### src/hdl/pwmc_pkg.sv
// ============================================================================
// pwmc_pkg - shared types and constants for the PWM prescaler calculator
// Timer clock, clamp limits, prescaler codes, the queued command layout and
// the reciprocal used for the divide by one thousand.
// ============================================================================
`default_nettype none

package pwmc_pkg;

    // Timer clock and input clamp limits
    localparam logic [23:0] CLK_HZ   = 24'd16000000;
    localparam logic [23:0] FREQ_MAX = 24'd16000000;
    localparam logic [9:0]  DUTY_MAX = 10'd1000;
    localparam logic [15:0] TOP_MAX  = 16'hFFFF;

    // Smallest f per prescaler p that fits the 16-bit counter: 65536*p*f >= 16 MHz
    localparam logic [23:0] FIT_P1  = 24'd245;
    localparam logic [23:0] FIT_P8  = 24'd31;
    localparam logic [23:0] FIT_P64 = 24'd4;
    localparam logic [23:0] FIT_P256 = 24'd1;

    // Clock select codes
    localparam logic [2:0] SEL_OFF   = 3'd0;
    localparam logic [2:0] SEL_P1    = 3'd1;
    localparam logic [2:0] SEL_P8    = 3'd2;
    localparam logic [2:0] SEL_P64   = 3'd3;
    localparam logic [2:0] SEL_P256  = 3'd4;
    localparam logic [2:0] SEL_P1024 = 3'd5;

    // Quotient bits: 16 MHz / 245 stays below 2^16
    localparam int QUO_BITS = 16;

    // floor(x/1000) = (x * ceil(2^36/1000)) >> 36 for x below 2^26.
    // The 27-bit multiplier is split in two halves at bit 14.
    localparam int          RECIP_SHIFT = 36;
    localparam logic [12:0] RECIP_HI    = 13'd4194;
    localparam logic [13:0] RECIP_LO    = 14'd4981;

    // Classified command handed from the front end to the back end
    typedef struct packed {
        logic [2:0]  sel;
        logic [23:0] divisor;
        logic [9:0]  duty;
    } cmd_t;

endpackage

`default_nettype wire

### src/hdl/pwm_prescaler_top_calculator_core.sv
// ============================================================================
// pwm_prescaler_top_calculator_core - PWM timer setting calculator
// Turns a wanted frequency, duty and enable into clock select, counter top
// and compare value for a 16-bit timer running from a 16 MHz clock.
// ============================================================================
//
// Usage
//   An item (freq_hz, duty_tenths, enable) is taken at a rising edge where
//   start is high and busy is low. Each item gives exactly one result on
//   clock_select, period_top and compare_value, shown for one cycle with
//   done high; results come out in the order the items went in.
//   The result passes the front register, a queue slot, 16 divider stages,
//   top, multiply and two reciprocal stages before it reaches the ports.
//   The divider resolves one quotient bit per stage.
//   Throughput: one item per cycle; the pipeline is fully staged, so busy
//   only rises if the queue fills, which does not happen in normal flow.
//   The receiver cannot stall: done is a strobe and must be taken as shown.
//   Reset empties the queue and clears all valid flags; no result is shown
//   until an item has been taken after reset.
//
`default_nettype none

module pwm_prescaler_top_calculator_core
#(
    parameter int QUEUE_DEPTH = 4
)
(
    input  wire         clk,
    input  wire         rst_n,
    input  wire         start,
    output logic        busy,
    input  wire  [23:0] freq_hz,
    input  wire  [9:0]  duty_tenths,
    input  wire         enable,
    output logic        done,
    output logic [2:0]  clock_select,
    output logic [15:0] period_top,
    output logic [15:0] compare_value
);

    logic           accept;
    logic           front_valid;
    pwmc_pkg::cmd_t front_cmd;
    logic           head_valid;
    pwmc_pkg::cmd_t head_cmd;
    logic           queue_full;
    logic           queue_almost_full;
    logic           back_take;

    // Hold off when the item already in the front register may use the last slot
    assign busy   = queue_full || (queue_almost_full && front_valid);
    assign accept = start && !busy;

    pwmc_front u_front
    (
        .clk         (clk),
        .rst_n       (rst_n),
        .accept      (accept),
        .freq_hz     (freq_hz),
        .duty_tenths (duty_tenths),
        .enable      (enable),
        .cmd_valid   (front_valid),
        .cmd         (front_cmd)
    );

    pwmc_queue
    #(
        .DEPTH (QUEUE_DEPTH)
    )
    u_queue
    (
        .clk         (clk),
        .rst_n       (rst_n),
        .push        (front_valid),
        .push_cmd    (front_cmd),
        .pop         (back_take),
        .head_valid  (head_valid),
        .head_cmd    (head_cmd),
        .full        (queue_full),
        .almost_full (queue_almost_full)
    );

    pwmc_back u_back
    (
        .clk           (clk),
        .rst_n         (rst_n),
        .in_valid      (head_valid),
        .in_cmd        (head_cmd),
        .take          (back_take),
        .done          (done),
        .clock_select  (clock_select),
        .period_top    (period_top),
        .compare_value (compare_value)
    );

endmodule

`default_nettype wire

### src/hdl/pwmc_front.sv
// ============================================================================
// pwmc_front - input clamp and prescaler selection
// Clamps frequency and duty, picks the first prescaler that fits and forms
// the divisor p*f. Registers one classified command per accepted item.
// ============================================================================
`default_nettype none

module pwmc_front
(
    input  wire                 clk,
    input  wire                 rst_n,
    input  wire                 accept,
    input  wire  [23:0]         freq_hz,
    input  wire  [9:0]          duty_tenths,
    input  wire                 enable,
    output logic                cmd_valid,
    output pwmc_pkg::cmd_t      cmd
);

    logic [23:0]    freq_c;
    logic [9:0]     duty_c;
    pwmc_pkg::cmd_t cmd_next;
    logic           valid_reg;
    pwmc_pkg::cmd_t cmd_reg;

    // Saturate the inputs
    always_comb
    begin
        freq_c = (freq_hz > pwmc_pkg::FREQ_MAX) ? pwmc_pkg::FREQ_MAX : freq_hz;
        duty_c = (duty_tenths > pwmc_pkg::DUTY_MAX) ? pwmc_pkg::DUTY_MAX : duty_tenths;
    end

    // First fitting prescaler; a shift forms p*f since p is a power of two
    always_comb
    begin
        cmd_next.duty = duty_c;
        priority if (!enable)
        begin
            cmd_next.sel     = pwmc_pkg::SEL_OFF;
            cmd_next.divisor = 24'd1;
        end
        else if (freq_c >= pwmc_pkg::FIT_P1)
        begin
            cmd_next.sel     = pwmc_pkg::SEL_P1;
            cmd_next.divisor = freq_c;
        end
        else if (freq_c >= pwmc_pkg::FIT_P8)
        begin
            cmd_next.sel     = pwmc_pkg::SEL_P8;
            cmd_next.divisor = {freq_c[20:0], 3'b000};
        end
        else if (freq_c >= pwmc_pkg::FIT_P64)
        begin
            cmd_next.sel     = pwmc_pkg::SEL_P64;
            cmd_next.divisor = {freq_c[17:0], 6'b000000};
        end
        else if (freq_c >= pwmc_pkg::FIT_P256)
        begin
            cmd_next.sel     = pwmc_pkg::SEL_P256;
            cmd_next.divisor = {freq_c[15:0], 8'h00};
        end
        else
        begin
            // zero frequency: nothing fits, slowest prescaler at full count
            cmd_next.sel     = pwmc_pkg::SEL_P1024;
            cmd_next.divisor = 24'd1;
        end
    end

    // Control
    always_ff @(posedge clk or negedge rst_n)
    begin
        if (!rst_n)
        begin
            valid_reg <= 1'b0;
        end
        else
        begin
            valid_reg <= accept;
        end
    end

    // Payload
    always_ff @(posedge clk)
    begin
        if (accept)
        begin
            cmd_reg <= cmd_next;
        end
    end

    assign cmd_valid = valid_reg;
    assign cmd       = cmd_reg;

endmodule

`default_nettype wire

### src/hdl/pwmc_queue.sv
// ============================================================================
// pwmc_queue - short command queue between front and back end
// Circular buffer of classified items with a fill count. Flags tell the
// top level when the next accepted item might not find room.
// ============================================================================
`default_nettype none

module pwmc_queue
#(
    parameter int DEPTH = 4
)
(
    input  wire                 clk,
    input  wire                 rst_n,
    input  wire                 push,
    input  wire pwmc_pkg::cmd_t push_cmd,
    input  wire                 pop,
    output logic                head_valid,
    output pwmc_pkg::cmd_t      head_cmd,
    output logic                full,
    output logic                almost_full
);

    localparam int PTR_W = (DEPTH > 1) ? $clog2(DEPTH) : 1;
    localparam int CNT_W = $clog2(DEPTH + 1);
    localparam logic [PTR_W-1:0] PTR_LAST = PTR_W'(DEPTH - 1);

    pwmc_pkg::cmd_t     store_reg [0:DEPTH-1];
    logic [PTR_W-1:0]   wr_ptr_reg;
    logic [PTR_W-1:0]   wr_ptr_next;
    logic [PTR_W-1:0]   rd_ptr_reg;
    logic [PTR_W-1:0]   rd_ptr_next;
    logic [CNT_W-1:0]   count_reg;
    logic [CNT_W-1:0]   count_next;
    logic               do_pop;

    assign do_pop = pop && (count_reg != '0);

    // Pointer and count update
    always_comb
    begin
        wr_ptr_next = wr_ptr_reg;
        rd_ptr_next = rd_ptr_reg;
        count_next  = count_reg;
        if (push)
        begin
            wr_ptr_next = (wr_ptr_reg == PTR_LAST) ? '0 : wr_ptr_reg + 1'b1;
        end
        if (do_pop)
        begin
            rd_ptr_next = (rd_ptr_reg == PTR_LAST) ? '0 : rd_ptr_reg + 1'b1;
        end
        unique case ({push, do_pop})
            2'b10:   count_next = count_reg + 1'b1;
            2'b01:   count_next = count_reg - 1'b1;
            default: count_next = count_reg;
        endcase
    end

    always_ff @(posedge clk or negedge rst_n)
    begin
        if (!rst_n)
        begin
            wr_ptr_reg <= '0;
            rd_ptr_reg <= '0;
            count_reg  <= '0;
        end
        else
        begin
            wr_ptr_reg <= wr_ptr_next;
            rd_ptr_reg <= rd_ptr_next;
            count_reg  <= count_next;
        end
    end

    // Item storage
    always_ff @(posedge clk)
    begin
        if (push)
        begin
            store_reg[wr_ptr_reg] <= push_cmd;
        end
    end

    assign head_valid  = (count_reg != '0);
    assign head_cmd    = store_reg[rd_ptr_reg];
    assign full        = (count_reg == CNT_W'(DEPTH));
    assign almost_full = (count_reg >= CNT_W'(DEPTH - 1));

endmodule

`default_nettype wire

### src/hdl/pwmc_back.sv
// ============================================================================
// pwmc_back - period and compare pipeline
// Restoring divider, one quotient bit per stage, gives 16 MHz / (p*f).
// Then top = quotient - 1, a duty multiply and a reciprocal divide by 1000.
// Takes one item per cycle and never stalls.
// ============================================================================
`default_nettype none

module pwmc_back
(
    input  wire                 clk,
    input  wire                 rst_n,
    input  wire                 in_valid,
    input  wire pwmc_pkg::cmd_t in_cmd,
    output logic                take,
    output logic                done,
    output logic [2:0]          clock_select,
    output logic [15:0]         period_top,
    output logic [15:0]         compare_value
);

    localparam int QB = pwmc_pkg::QUO_BITS;

    // Divider stage registers; index 0 is the stage input, QB the result
    logic           st_valid_reg [0:QB];
    logic [23:0]    st_rem_reg   [0:QB];
    logic [23:0]    st_div_reg   [0:QB];
    logic [QB-1:0]  st_quo_reg   [0:QB];
    logic [2:0]     st_sel_reg   [0:QB];
    logic [9:0]     st_duty_reg  [0:QB];

    logic [23:0]    st_rem_next  [0:QB-1];
    logic [QB-1:0]  st_quo_next  [0:QB-1];

    // Top stage
    logic           t_valid_reg;
    logic [2:0]     t_sel_reg;
    logic [15:0]    t_top_reg;
    logic [9:0]     t_duty_reg;
    logic [15:0]    t_top_next;

    // Multiply stage
    logic           m_valid_reg;
    logic [2:0]     m_sel_reg;
    logic [15:0]    m_top_reg;
    logic [25:0]    m_prod_reg;

    // Reciprocal partial products
    logic           r_valid_reg;
    logic [2:0]     r_sel_reg;
    logic [15:0]    r_top_reg;
    logic [38:0]    r_pp_hi_reg;
    logic [39:0]    r_pp_lo_reg;
    logic [53:0]    r_sum;

    // Output registers
    logic           o_valid_reg;
    logic [2:0]     o_sel_reg;
    logic [15:0]    o_top_reg;
    logic [15:0]    o_cmp_reg;

    assign take = in_valid;

    // One trial subtraction per stage against divisor << bit
    always_comb
    begin
        for (int i = 0; i < QB; i++)
        begin
            logic [39:0] shifted;
            logic        ge;
            shifted = {16'b0, st_div_reg[i]} << (QB - 1 - i);
            ge      = ({16'b0, st_rem_reg[i]} >= shifted);
            st_rem_next[i] = ge ? (st_rem_reg[i] - shifted[23:0]) : st_rem_reg[i];
            st_quo_next[i] = {st_quo_reg[i][QB-2:0], ge};
        end
    end

    // Divider control
    always_ff @(posedge clk or negedge rst_n)
    begin
        if (!rst_n)
        begin
            for (int i = 0; i <= QB; i++)
            begin
                st_valid_reg[i] <= 1'b0;
            end
        end
        else
        begin
            st_valid_reg[0] <= in_valid;
            for (int i = 0; i < QB; i++)
            begin
                st_valid_reg[i+1] <= st_valid_reg[i];
            end
        end
    end

    // Divider payload
    always_ff @(posedge clk)
    begin
        st_rem_reg[0]  <= pwmc_pkg::CLK_HZ;
        st_div_reg[0]  <= in_cmd.divisor;
        st_quo_reg[0]  <= '0;
        st_sel_reg[0]  <= in_cmd.sel;
        st_duty_reg[0] <= in_cmd.duty;
        for (int i = 0; i < QB; i++)
        begin
            st_rem_reg[i+1]  <= st_rem_next[i];
            st_div_reg[i+1]  <= st_div_reg[i];
            st_quo_reg[i+1]  <= st_quo_next[i];
            st_sel_reg[i+1]  <= st_sel_reg[i];
            st_duty_reg[i+1] <= st_duty_reg[i];
        end
    end

    // Counter top: stopped reads zero, no fit reads full count
    always_comb
    begin
        priority if (st_sel_reg[QB] == pwmc_pkg::SEL_OFF)
        begin
            t_top_next = 16'd0;
        end
        else if (st_sel_reg[QB] == pwmc_pkg::SEL_P1024)
        begin
            t_top_next = pwmc_pkg::TOP_MAX;
        end
        else
        begin
            t_top_next = st_quo_reg[QB] - 1'b1;
        end
    end

    // Sum of the two reciprocal partial products
    assign r_sum = {1'b0, r_pp_hi_reg, 14'b0} + {14'b0, r_pp_lo_reg};

    // Tail control
    always_ff @(posedge clk or negedge rst_n)
    begin
        if (!rst_n)
        begin
            t_valid_reg <= 1'b0;
            m_valid_reg <= 1'b0;
            r_valid_reg <= 1'b0;
            o_valid_reg <= 1'b0;
        end
        else
        begin
            t_valid_reg <= st_valid_reg[QB];
            m_valid_reg <= t_valid_reg;
            r_valid_reg <= m_valid_reg;
            o_valid_reg <= r_valid_reg;
        end
    end

    // Tail payload
    always_ff @(posedge clk)
    begin
        t_sel_reg   <= st_sel_reg[QB];
        t_top_reg   <= t_top_next;
        t_duty_reg  <= st_duty_reg[QB];

        m_sel_reg   <= t_sel_reg;
        m_top_reg   <= t_top_reg;
        m_prod_reg  <= {10'b0, t_top_reg} * {16'b0, t_duty_reg};

        r_sel_reg   <= m_sel_reg;
        r_top_reg   <= m_top_reg;
        r_pp_hi_reg <= {13'b0, m_prod_reg} * {26'b0, pwmc_pkg::RECIP_HI};
        r_pp_lo_reg <= {14'b0, m_prod_reg} * {26'b0, pwmc_pkg::RECIP_LO};

        o_sel_reg   <= r_sel_reg;
        o_top_reg   <= r_top_reg;
        o_cmp_reg   <= r_sum[pwmc_pkg::RECIP_SHIFT +: 16];
    end

    assign done          = o_valid_reg;
    assign clock_select  = o_sel_reg;
    assign period_top    = o_top_reg;
    assign compare_value = o_cmp_reg;

endmodule

`default_nettype wire

### config.mk
export PLATFORM = sky130hd
export DESIGN_NAME = pwm_prescaler_top_calculator_core
export DESIGN_NICKNAME = d
export VERILOG_FILES = /design/src/hdl/pwmc_pkg.sv /design/src/hdl/pwm_prescaler_top_calculator_core.sv /design/src/hdl/pwmc_front.sv /design/src/hdl/pwmc_queue.sv /design/src/hdl/pwmc_back.sv
export SDC_FILE = /design/constraint.sdc
export NUM_CORES = 2
export LEC_CHECK = 0
export BUFFER_PORTS_ARGS = -buffer_cell sky130_fd_sc_hd__buf_2
export CAP_MARGIN = 25
export CORE_MARGIN = 1
export CORE_UTILIZATION = 40
export CTS_BUF_LIST = sky130_fd_sc_hd__clkbuf_4 sky130_fd_sc_hd__clkbuf_8 sky130_fd_sc_hd__clkbuf_16
export CTS_CLUSTER_SIZE = 14
export DETAILED_ROUTE_END_ITERATION = 10
export GPL_TIMING_DRIVEN = 0
export HOLD_SLACK_MARGIN = 0.06
export PLACE_DENSITY = 0.66
export SYNTH_ARGS = -nofsm -noshare
export SYNTH_HDL_FRONTEND = slang
export SYNTH_SLANG_ARGS = --single-unit
### constraint.sdc
create_clock -name clk -period 17.3 [get_ports clk]
set_input_delay 1.73 -clock clk [delete_from_list [all_inputs] [get_ports clk]]
set_output_delay 1.73 -clock clk [all_outputs]
set_load 0.02 [all_outputs]
==> results.md <==
- Gr ovfl total: 0
- Clock-pin slew of the registers on the worst-case setup and hold paths: 60 ps
- Top-area cell type share of the netlist area: 0.382
- Fin nets: 6527
- Most frequent CP cell: fa_1
- Start of the worst register-to-register path: u_back.m_prod_reg[13]
- RSZ-0062 raised after global routing: no
- Post-CTS Hold Fix Bufs: 0
- Max incr delay on CP: 760 ps
- DR iter-0 viols: 1714
- Max FFs per register: 384
- Final setup viols: 0
- CP bufs+invs: 4
- Die height: 394 um
- Fin util: 0.457
- Fin. max-slew vios: 0
- Setup_tns: 0 ps
- First-pass GRT wire length: 189000 um
- Cell row count: 143
- Share of layout cells above drive strength 1: 0.103
- Cell variety after synth: 90
- Status: completed
- Root Driver: clkbuf_16
- Io pins: 75
- Pin count of the biggest net entering global routing: 39
- Postcts setup bufs: 0
- GRT Overall Usage: 0.150
- Antenna Nets Post-Route: 0
- CP top delay family: adder cells
- Max cap viols: 0
- CTS-repair resized insts: 0
- Seq/Total Area, Yosys: 0.484
- Die Area: 155000 um^2
- Final Skew: 69.5 ps
- Period Utilization, post-route: 0.372
- DR WL/cell: 14.9 um
- Min Tclk post-route: 6430 ps
- Clock Sinks: 1384
- Fraction of registers with async set/reset: 0.0210
- Synth top area cells: dfxtp_1 38%, ha_1 12%, fa_1 9.8%
- Deepest clock path buffer count: 3
- GP Congestion: 0.932
- CP Launch Type: flip-flop
- Start point of the critical path: u_back.m_prod_reg[13]
- Dpl hpwl: 89000 um
- Seq cells post-synth: 1384
- Die Width: 394 um
- Hold Vio Cnt, Final: 0
- Yosys top cell by area: dfxtp_1
- Crit-path cells: fa_1, inv_1, fa_1, inv_1, fa_1, fa_1, inv_1, fa_1, inv_1, ha_1, a21oi_1, o21ai_0, a2111o_1, o311ai_2, nand2_1, or2_2, a21o_1, a2111oi_1, nor2_1
- Post-synth EDFFs: 185
- WP data arrival: 7040 ps
- Most common cell in the netlist: dfxtp_1
- Slowest-stage cell, CP: dfxtp_1
- Worst-Margin Slew: 932 ps
- DR vias: 36711
- Top_reg_cell synth: dfxtp_1
- Hold path startpoint: u_back.st_quo_reg[0][251]
- Core box area: 152000 um^2
- CTS tree: yes
- Layout Area Growth over Synthesis: 13.2%
- Critical setup path kind: reg2reg
- Worst Hold Class: reg2reg
- Required @ worst endpoint: 17910 ps
- Port bufs: 74
- Syn nets: 6303
- Later-pin clock latency in the skew report: 800 ps
- Initial antenna violation count: 0
- Number of global-route vias before repair: 37484
- Slew margin rel.: 0.379
- Synth warnings: 0
- Vias per inst: 4.74
- Synth Instances: 5379
- Post-synth top cells: 1170 x dfxtp_1, 833 x inv_1, 585 x ha_1, 301 x fa_1, 267 x nand2_1
- Crit end category: flip-flop
- Final wirelength: 116000 um
- H-Tree Depth: 4
- Worst Path Max Fanout: 10
- Num CTS Buffers: 142
- Syn_area_per_cell: 11.4 um^2
- # DRC: 0
- Fmax: 155 MHz
- Pre-Repair DR Iteration Count: 8
- Initial Util: 0.404
- Post-synthesis cell area: 61400 um^2
-- through the flow --
stage	hold slack, ps	worst slack (ps)	std cells	area [um^2]
3_5_place_dp	312	10880	7487	64400
4_1_cts	289	10840	7742	69500
3_3_place_gp	310	10890	7483	64300
6_report	291	10870	7745	69500
5_1_grt	293	10580	7744	69500
2_1_floorplan	310	11750	5379	61400
-- cells by family (layout without fill, tap and decap cells) --
kind of cell    count (synthesis)  in the layout  share of synthesized area
simple gates                  965            965                     0.0784
mux                           203            203                     0.0447
xor+xnor                      252            252                     0.0360
fa+ha+maj                     886            886                      0.217
other cells                     0              1                          0
buf+inv                       905           1240                     0.0565
compound gates                784            784                     0.0832
flops                        1384           1384                      0.484
-- path summary, 6_finish.rpt --
check / endpoint / slack [ps] / cells after the start
setup reg to reg: u_back.r_pp_lo_reg[29] / 10870 / 19
setup / recovery: u_back.r_pp_lo_reg[29] / 10870 / 19
hold reg to reg: u_back.st_quo_reg[0][268] / 290 / 0
min in group asynchronous: u_back.st_valid_reg[10] / 980 / 1
max in group asynchronous: u_back.st_valid_reg[0] / 15880 / 1
hold / removal: u_back.st_quo_reg[0][268] / 290 / 0
-- final cells by class --
| type | instances | area, um^2 |
|---|---|---|
| inverter | 834 | 3130 |
| fill | 13767 | 82600 |
| timing repair buffer | 80 | 470 |
| buffer | 71 | 335 |
| sequential | 1384 | 29700 |
| clock inverter | 51 | 791 |
| antenna | 1 | 2.50 |
| tap | 2030 | 2540 |
| clock buffer | 204 | 4280 |
| multi-input combinational | 3090 | 28200 |
-- placed cells by master, fill, tap and decap left out, types with 28 or more instances in the layout --
master,instances
nor2b_1,65
nand2b_1,33
clkbuf_8,28
nor2_1,208
o21ai_0,169
clkbuf_4,29
nor4_1,39
nand2_1,267
a21o_1,92
dfxtp_1,1170
a21boi_0,28
nor3_1,54
dfrtp_1,29
mux4_2,37
inv_1,833
nand3_1,37
fa_1,301
a21oi_1,204
clkbuf_1,50
edfxtp_1,185
buf_2,86
mux2_2,126
nand4_1,41
ha_1,585
clkbuf_16,147
o21a_1,55
xnor2_1,165
and2_1,111
xor2_1,87
-- metal layers --
| metal | vias to the layer above | wire [um] | GRT usage | part of all wire |
|---|---|---|---|---|
| met4 | 0 | 3890 | 0.0579 | 0.034 |
| li1 | 18376 | - | - | - |
| met2 | 543 | 57300 | 0.263 | 0.50 |
| met5 | - | 0 | 0 | 0 |
| met1 | 17588 | 51000 | 0.184 | 0.44 |
| met3 | 204 | 3460 | 0.0241 | 0.030 |
Power is not shown: default switching activity piles up to over one toggle a cycle in this logic, so the estimate is an artifact.
